File: config.mk
export PLATFORM = sky130hd
export DESIGN_NAME = ps2_mouse_cursor_tracker_top
export DESIGN_NICKNAME = d
export VERILOG_FILES = /design/src/hw/rtl/ps2mct_pkg.sv /design/src/hw/rtl/ps2mct_clamp.sv /design/src/hw/rtl/ps2_mouse_cursor_tracker_top.sv
export VERILOG_INCLUDE_DIRS = /design/src /design/src/hw/rtl
export SDC_FILE = /design/constraint.sdc
export NUM_CORES = 1
export LEC_CHECK = 0
export BUFFER_PORTS_ARGS = -buffer_cell sky130_fd_sc_hd__buf_4
export CORE_MARGIN = 4
export CORE_UTILIZATION = 54
export CTS_CLUSTER_DIAMETER = 100
export CTS_CLUSTER_SIZE = 12
export DETAILED_ROUTE_END_ITERATION = 6
export PLACE_DENSITY = 0.82
export SLEW_MARGIN = 20
export SYNTH_ARGS = -nofsm -noshare
export SYNTH_HDL_FRONTEND = slang
export SYNTH_HIERARCHICAL = 1
export SYNTH_SLANG_ARGS = --single-unit
File: constraint.sdc
create_clock -name i_clk -period 8.6 [get_ports i_clk]
set_input_delay 1.72 -clock i_clk [delete_from_list [all_inputs] [get_ports i_clk]]
set_output_delay 1.72 -clock i_clk [all_outputs]
set_load 0.02 [all_outputs]
File: src/hw/rtl/ps2_mouse_cursor_tracker_top_defines.svh
// Assertion macros used by the cursor tracker top RTL.
`ifndef PS2_MOUSE_CURSOR_TRACKER_TOP_DEFINES_SVH
`define PS2_MOUSE_CURSOR_TRACKER_TOP_DEFINES_SVH

// Consequent must hold in the same cycle as the antecedent.
`define PS2MCT_ASSERT_SAME(name, clk, rst_n, ante, cons, msg) \
    name: assert property (@(posedge clk) disable iff (!rst_n) (ante) |-> (cons)) \
        else $error(msg);

// Consequent must hold in the cycle after the antecedent.
`define PS2MCT_ASSERT_NEXT(name, clk, rst_n, ante, cons, msg) \
    name: assert property (@(posedge clk) disable iff (!rst_n) (ante) |=> (cons)) \
        else $error(msg);

`endif

File: src/hw/rtl/ps2mct_pkg.sv
package ps2mct_pkg;

    localparam int COORD_BITS_DEF = 10;
    localparam int CFG_DATA_W     = 10;
    localparam int CFG_IDX_W      = 2;
    localparam int DELTA_W        = 10;

    localparam int X_LIMIT_RST = 319;
    localparam int Y_LIMIT_RST = 199;
    localparam int POS_X_RST   = 160;
    localparam int POS_Y_RST   = 100;

    typedef enum logic [CFG_IDX_W-1:0] {
        CFG_ENABLE  = 2'd0,
        CFG_X_LIMIT = 2'd1,
        CFG_Y_LIMIT = 2'd2
    } t_cfg_idx;

    typedef enum logic [1:0] {
        BP_FLAGS = 2'd0,
        BP_X     = 2'd1,
        BP_Y     = 2'd2
    } t_byte_pos;

    // Handshake view of the input register toward the packet logic.
    typedef struct packed {
        logic move;
        logic last_byte;
    } t_stage_ctl;

endpackage

File: src/hw/rtl/ps2mct_clamp.sv
module ps2mct_clamp #(
    parameter int COORD_BITS = ps2mct_pkg::COORD_BITS_DEF
) (
    input  logic [COORD_BITS-1:0]                   i_pos,
    input  logic signed [ps2mct_pkg::DELTA_W-1:0]   i_delta,
    input  logic [COORD_BITS-1:0]                   i_limit,
    output logic [COORD_BITS-1:0]                   o_pos
);
    localparam int SW = COORD_BITS + 2;

    logic signed [SW-1:0] sum;

    assign sum = SW'(signed'({2'b00, i_pos})) + SW'(i_delta);

    // A negative sum pins to zero; a sum past the limit pins to the limit.
    always_comb begin
        if (sum[SW-1]) begin
            o_pos = '0;
        end else if (sum[SW-2:0] > (COORD_BITS + 1)'(i_limit)) begin
            o_pos = i_limit;
        end else begin
            o_pos = sum[COORD_BITS-1:0];
        end
    end
endmodule

File: src/hw/rtl/ps2_mouse_cursor_tracker_top.sv
// PS/2 mouse packet decoder with cursor tracking.
// Input channel: one received mouse byte per item on i_rx_byte, taken at an edge where
// i_in_valid is high and o_in_stall is low. Bytes group into packets of flags, X, Y.
// Output channel: one item per completed packet while enable is set, carrying the
// clamped cursor, the signed deltas (Y inverted, down positive) and the button bits.
// An item is taken at an edge where o_out_valid is high and i_out_stall is low.
// A taken byte is held in the input register; the result of a third byte loads from
// there into the output register once the output register is free.
// Throughput: one byte per cycle while no third byte waits for the output; the add
// and clamp of both axes are combinational between the input and output registers.
// When the receiver stalls, the output holds; the input register keeps taking bytes
// that give no result, and only a third byte waits for the output to free.
// Reset (i_rst_n low, synchronous) clears both registers' valid bits, restarts packet
// framing at the flags byte, sets the cursor to 160,100, the limits to 319 and 199,
// and disables updates. Configuration is written through i_cfg_we/i_cfg_idx/i_cfg_data;
// the user must write it only while the block is idle; the block does not enforce this.
`include "ps2_mouse_cursor_tracker_top_defines.svh"

module ps2_mouse_cursor_tracker_top #(
    parameter int COORD_BITS = ps2mct_pkg::COORD_BITS_DEF
) (
    input  logic                                  i_clk,
    input  logic                                  i_rst_n,
    input  logic                                  i_cfg_we,
    input  logic [ps2mct_pkg::CFG_IDX_W-1:0]      i_cfg_idx,
    input  logic [ps2mct_pkg::CFG_DATA_W-1:0]     i_cfg_data,
    input  logic                                  i_in_valid,
    output logic                                  o_in_stall,
    input  logic [7:0]                            i_rx_byte,
    output logic                                  o_out_valid,
    input  logic                                  i_out_stall,
    output logic [COORD_BITS-1:0]                 o_cursor_x,
    output logic [COORD_BITS-1:0]                 o_cursor_y,
    output logic signed [8:0]                     o_delta_x,
    output logic signed [9:0]                     o_delta_y,
    output logic [2:0]                            o_buttons
);
    logic                         r_enable;
    logic [COORD_BITS-1:0]        r_x_limit;
    logic [COORD_BITS-1:0]        r_y_limit;

    logic                         r_in_valid;
    logic [7:0]                   r_in_byte;

    ps2mct_pkg::t_byte_pos        r_byte_pos;
    ps2mct_pkg::t_byte_pos        n_byte_pos;
    logic [7:0]                   r_flags;
    logic [7:0]                   r_x_byte;
    logic [COORD_BITS-1:0]        r_pos_x;
    logic [COORD_BITS-1:0]        r_pos_y;

    logic                         r_out_valid;
    logic signed [8:0]            r_delta_x;
    logic signed [9:0]            r_delta_y;
    logic [2:0]                   r_buttons;

    ps2mct_pkg::t_stage_ctl       stage;
    logic                         out_free;
    logic                         in_take;
    logic                         emit;
    logic signed [8:0]            dx;
    logic signed [8:0]            dy_raw;
    logic signed [9:0]            dy;
    logic [COORD_BITS-1:0]        new_x;
    logic [COORD_BITS-1:0]        new_y;

    assign out_free        = !r_out_valid || !i_out_stall;
    assign stage.last_byte = (r_byte_pos == ps2mct_pkg::BP_Y);
    // Only a packet's third byte needs room in the output register.
    assign stage.move      = r_in_valid && (out_free || !stage.last_byte);
    assign o_in_stall      = r_in_valid && !stage.move;
    assign in_take         = i_in_valid && !o_in_stall;
    assign emit            = stage.move && stage.last_byte && r_enable;

    always_comb begin
        case (r_byte_pos)
            ps2mct_pkg::BP_FLAGS: n_byte_pos = ps2mct_pkg::BP_X;
            ps2mct_pkg::BP_X:     n_byte_pos = ps2mct_pkg::BP_Y;
            ps2mct_pkg::BP_Y:     n_byte_pos = ps2mct_pkg::BP_FLAGS;
            default:              n_byte_pos = ps2mct_pkg::BP_X;
        endcase
    end

    always_comb begin
        dx     = signed'({r_flags[4], r_x_byte});
        dy_raw = signed'({r_flags[5], r_in_byte});
        dy     = -(10'(dy_raw));
    end

    ps2mct_clamp #(.COORD_BITS(COORD_BITS)) u_clamp_x (
        .i_pos   (r_pos_x),
        .i_delta (10'(dx)),
        .i_limit (r_x_limit),
        .o_pos   (new_x)
    );

    ps2mct_clamp #(.COORD_BITS(COORD_BITS)) u_clamp_y (
        .i_pos   (r_pos_y),
        .i_delta (dy),
        .i_limit (r_y_limit),
        .o_pos   (new_y)
    );

    always_ff @(posedge i_clk) begin
        if (!i_rst_n) begin
            r_enable  <= 1'b0;
            r_x_limit <= COORD_BITS'(ps2mct_pkg::X_LIMIT_RST);
            r_y_limit <= COORD_BITS'(ps2mct_pkg::Y_LIMIT_RST);
        end else if (i_cfg_we) begin
            case (i_cfg_idx)
                ps2mct_pkg::CFG_ENABLE:  r_enable  <= i_cfg_data[0];
                ps2mct_pkg::CFG_X_LIMIT: r_x_limit <= COORD_BITS'(i_cfg_data);
                ps2mct_pkg::CFG_Y_LIMIT: r_y_limit <= COORD_BITS'(i_cfg_data);
                default: ;
            endcase
        end
    end

    always_ff @(posedge i_clk) begin
        if (!i_rst_n) begin
            r_in_valid <= 1'b0;
        end else if (in_take) begin
            r_in_valid <= 1'b1;
        end else if (stage.move) begin
            r_in_valid <= 1'b0;
        end
        if (in_take) begin
            r_in_byte <= i_rx_byte;
        end
    end

    always_ff @(posedge i_clk) begin
        if (!i_rst_n) begin
            r_byte_pos <= ps2mct_pkg::BP_FLAGS;
            r_flags    <= '0;
            r_x_byte   <= '0;
            r_pos_x    <= COORD_BITS'(ps2mct_pkg::POS_X_RST);
            r_pos_y    <= COORD_BITS'(ps2mct_pkg::POS_Y_RST);
        end else if (stage.move) begin
            r_byte_pos <= n_byte_pos;
            if (r_byte_pos == ps2mct_pkg::BP_X) begin
                r_x_byte <= r_in_byte;
            end else if (!stage.last_byte) begin
                r_flags <= r_in_byte;
            end
            if (emit) begin
                r_pos_x <= new_x;
                r_pos_y <= new_y;
            end
        end
    end

    always_ff @(posedge i_clk) begin
        if (!i_rst_n) begin
            r_out_valid <= 1'b0;
        end else if (emit) begin
            r_out_valid <= 1'b1;
        end else if (out_free) begin
            r_out_valid <= 1'b0;
        end
        if (emit) begin
            r_delta_x <= dx;
            r_delta_y <= dy;
            r_buttons <= r_flags[2:0];
        end
    end

    // The cursor registers change only when a new result loads, so they serve as output.
    assign o_out_valid = r_out_valid;
    assign o_cursor_x  = r_pos_x;
    assign o_cursor_y  = r_pos_y;
    assign o_delta_x   = r_delta_x;
    assign o_delta_y   = r_delta_y;
    assign o_buttons   = r_buttons;

    `PS2MCT_ASSERT_SAME(a_pos_in_range, i_clk, i_rst_n, 1'b1, r_byte_pos != 2'd3, "byte position out of range")
    `PS2MCT_ASSERT_SAME(a_cursor_clamped, i_clk, i_rst_n, r_out_valid, (r_pos_x <= r_x_limit) && (r_pos_y <= r_y_limit), "cursor beyond limit")
    `PS2MCT_ASSERT_NEXT(a_emit_shows, i_clk, i_rst_n, emit, r_out_valid && (r_byte_pos == ps2mct_pkg::BP_FLAGS), "packet result missing")
    `PS2MCT_ASSERT_SAME(a_stall_only_third, i_clk, i_rst_n, o_in_stall, r_in_valid && stage.last_byte && r_out_valid, "stall without pending result")
endmodule

==> impl_metrics.env <==
export IMPL_status="completed"
export IMPL_yosysSeqAreaShare=0.390
export IMPL_grt_max_degree=82
export IMPL_gp_congestion=0.918
export IMPL_finalMaxSlewViolations=0
export IMPL_postCtsSetupRepairBufs=0
export IMPL_hold_violations=0
export IMPL_diodes=0
export IMPL_wl_mm=12.6
export IMPL_cts_tree="yes"
export IMPL_syn_nets=648
export IMPL_cts_buffers=9
export IMPL_start_util=0.564
export IMPL_path_cells="inv_1 -> ha_1 -> nor3b_1 -> xnor2_1 -> ha_1 -> and3_1 -> a221oi_1 -> a211o_1 -> nand3_1 -> ha_1 -> a211oi_2 -> nand2_1 -> o311a_1 -> a211oi_2 -> nor2_2 -> a211oi_1 -> nand2_1 -> mux2i_1"
export IMPL_worst_setup_path_end_kind="flop"
export IMPL_fin_crit_sh=0.555
export IMPL_drtAntennaViolNets=0
export IMPL_worst_slack_ns=3.82
export IMPL_ios=69
export IMPL_drt_iter0_drc=271
export IMPL_dp_slack_ns=3.83
export IMPL_clkSinkCount=88
export IMPL_power_density_nw_per_um2=142
export IMPL_worst_hold_slack_ns=0.446
export IMPL_core_area_um2=9370
export IMPL_path_clk_slew_ns=0.11
export IMPL_clk_latency_ns=0.36
export IMPL_fin_util=0.648
export IMPL_rsz0062_at_grt="false"
export IMPL_hpwl_mm=9.75
export IMPL_grt_pass1_vias=4234
export IMPL_avgSynthCellArea_um2=9.17
export IMPL_synthTopCellsByCount="99 x nand2_1, 58 x dfxtp_1, 45 x ha_1, 45 x inv_1, 40 x nand3_1"
export IMPL_clock_root_buffer="clkbuf_8"
export IMPL_die_x_um=107
export IMPL_die_y_um=107
export IMPL_via_count=4379
export IMPL_ys_types=62
export IMPL_arrival_ns=5.06
export IMPL_synthTopCellsByArea="dfxtp_1 22%, edfxtp_1 17%, ha_1 11%"
export IMPL_max_freq_mhz=209
export IMPL_synth_top_cell_area_share=0.220
export IMPL_clock_skew_ns=0.0147
export IMPL_clock_path_buffers=2
export IMPL_layout_nets=710
export IMPL_required_ns=8.89
export IMPL_wl_per_cell_um=16.3
export IMPL_async_flop_share=0
export IMPL_drv_cap=0
export IMPL_slew_headroom=0.487
export IMPL_drtPass1Iterations=6
export IMPL_hp_class="flop to flop"
export IMPL_synth_most_common_cell="nand2_1"
export IMPL_worst_pin_slew_ns=0.769
export IMPL_ctsHoldBuffers=0
export IMPL_htreeDepth=3
export IMPL_grtUsageTotal=0.223
export IMPL_tns_ns=0
export IMPL_slowest_stage="a221oi_1"
export IMPL_place_inst=756
export IMPL_viasPerCell=5.67
export IMPL_synth_edf_count=30
export IMPL_grt_remaining_overflow=0
export IMPL_critPathMaxFanout=6
export IMPL_areaGrowthSynthToFinish_pct=14.9
export IMPL_cp_start_kind="flop"
export IMPL_core_rowCount=35
export IMPL_critical_path_class="flop to flop"
export IMPL_syn_cell_area_um2=5280
export IMPL_antenna_found_initial=0
export IMPL_drive_above_1_share=0.168
export IMPL_p_leak_nw=2.55
export IMPL_cp_common_cell="ha_1"
export IMPL_ys_warnings_count=6
export IMPL_period_needed_ns=4.78
export IMPL_final_instance_count_excl_fill=772
export IMPL_ir_drop_v=0.0000991
export IMPL_setup_viol=0
export IMPL_cpPeakStageDelay_ns=0.50
export IMPL_synth_flop_cell="dfxtp_1"
export IMPL_synth_top_cell_by_area="dfxtp_1"
export IMPL_netlist_instances=576
export IMPL_grt_pass1_wl_mm=20.4
export IMPL_port_buffers=68
export IMPL_drc_errors=0
export IMPL_cts_resized_gates=0
export IMPL_die_area_um2=11400
export IMPL_ys_seq_elements=88
-- placed cells by master, fill, tap and decap left out, types with 3 or more instances in the layout --
cell and count:
a211oi_1 5, a21boi_0 6, a21boi_1 3, a21o_1 5, a21oi_1 36, a21oi_2 3
and3_1 6, buf_4 69, clkbuf_8 9, dfxtp_1 58, edfxtp_1 30, ha_1 45
inv_1 45, inv_6 3, mux2i_1 29, nand2_1 99, nand3_1 40, nand3b_1 3
nand4_1 7, nor2_1 15, nor2b_1 6, nor3_1 7, nor3b_1 4, o211ai_1 7
o21a_1 8, o21ai_0 20, o31ai_1 3, xnor2_1 18, xor2_1 6
-- cell type report --
type | count | area [µm²]
Clock buffer | 9 | 124
Multi-Input combinational cell | 424 | 2970
Timing Repair Buffer | 69 | 518
Sequential cell | 88 | 2060
Clock inverter | 7 | 60.1
Fill cell | 834 | 3300
Tap cell | 129 | 161
Inverter | 46 | 173
-- report_power, final --
part           internal (mW)  switching, mW  total (mW)  leakage, nW
clock                  0.112          0.168       0.280       0.0988
combinational         0.0555         0.0778       0.133         1.68
sequential             0.439         0.0105       0.449        0.770
total                  0.606          0.257       0.863         2.55
-- kinds of logic (layout without fill, tap and decap cells) --
kind of cell,after synthesis,in the layout,share of synthesized area
AND/OR/NAND/NOR,202,202,0.190
flip-flops,88,88,0.390
buffers and inverters,64,131,0.0488
XOR/XNOR,24,24,0.0398
multiplexers,29,29,0.0550
AO/OA/AOI/OAI,122,122,0.162
adder cells (fa/ha/maj),47,47,0.114
-- stage by stage --
step                      cell area [µm²]  total power, mW
after floorplan                      5280            0.553
final                                6070            0.863
after global placement               5890            0.584
after CTS                            6070            0.867
after global routing                 6070            0.901
after detailed placement             5890            0.590
-- state kept, by name, summed over array words and instances, names as in the netlist, 2 cells and up --
register,flops
r_y_limit,10
o_cursor_x,10
o_buttons,3
o_delta_y,10
r_byte_pos,2
r_x_byte,8
o_cursor_y,10
r_in_byte,8
o_delta_x,9
r_x_limit,10
r_flags,5
-- critical path, delay by kind of cell, from the launching register on --
family                   cells  cell delay (ns)
AO/OA/AOI/OAI                6             1.92
AND/OR/NAND/NOR              6             0.97
adder cells (fa/ha/maj)      3             0.86
flip-flops                   1             0.48
multiplexers                 1             0.15
XOR/XNOR                     1             0.22
buffers and inverters        1             0.09
-- layer usage --
metal / global-route usage / wire length (µm) / vias to the layer above
met3: 0.0397 / 588 / 23
met1: 0.284 / 5520 / 2075
met5: 0 / 0 / -
met2: 0.384 / 6210 / 101
li1: - / - / 2180
met4: 0.0703 / 248 / 0
-- final timing paths --
path / from / cells past startpoint / slack (ns) / to
setup / recovery: r_in_byte[0] / 18 / 3.82 / o_cursor_y[9]
hold / removal: r_flags[1] / 0 / 0.45 / o_buttons[1]
setup reg to reg: r_in_byte[0] / 18 / 3.82 / o_cursor_y[9]
hold reg to reg: r_flags[1] / 0 / 0.45 / o_buttons[1]
No activity file was read; power rests on OpenSTA's default activity.
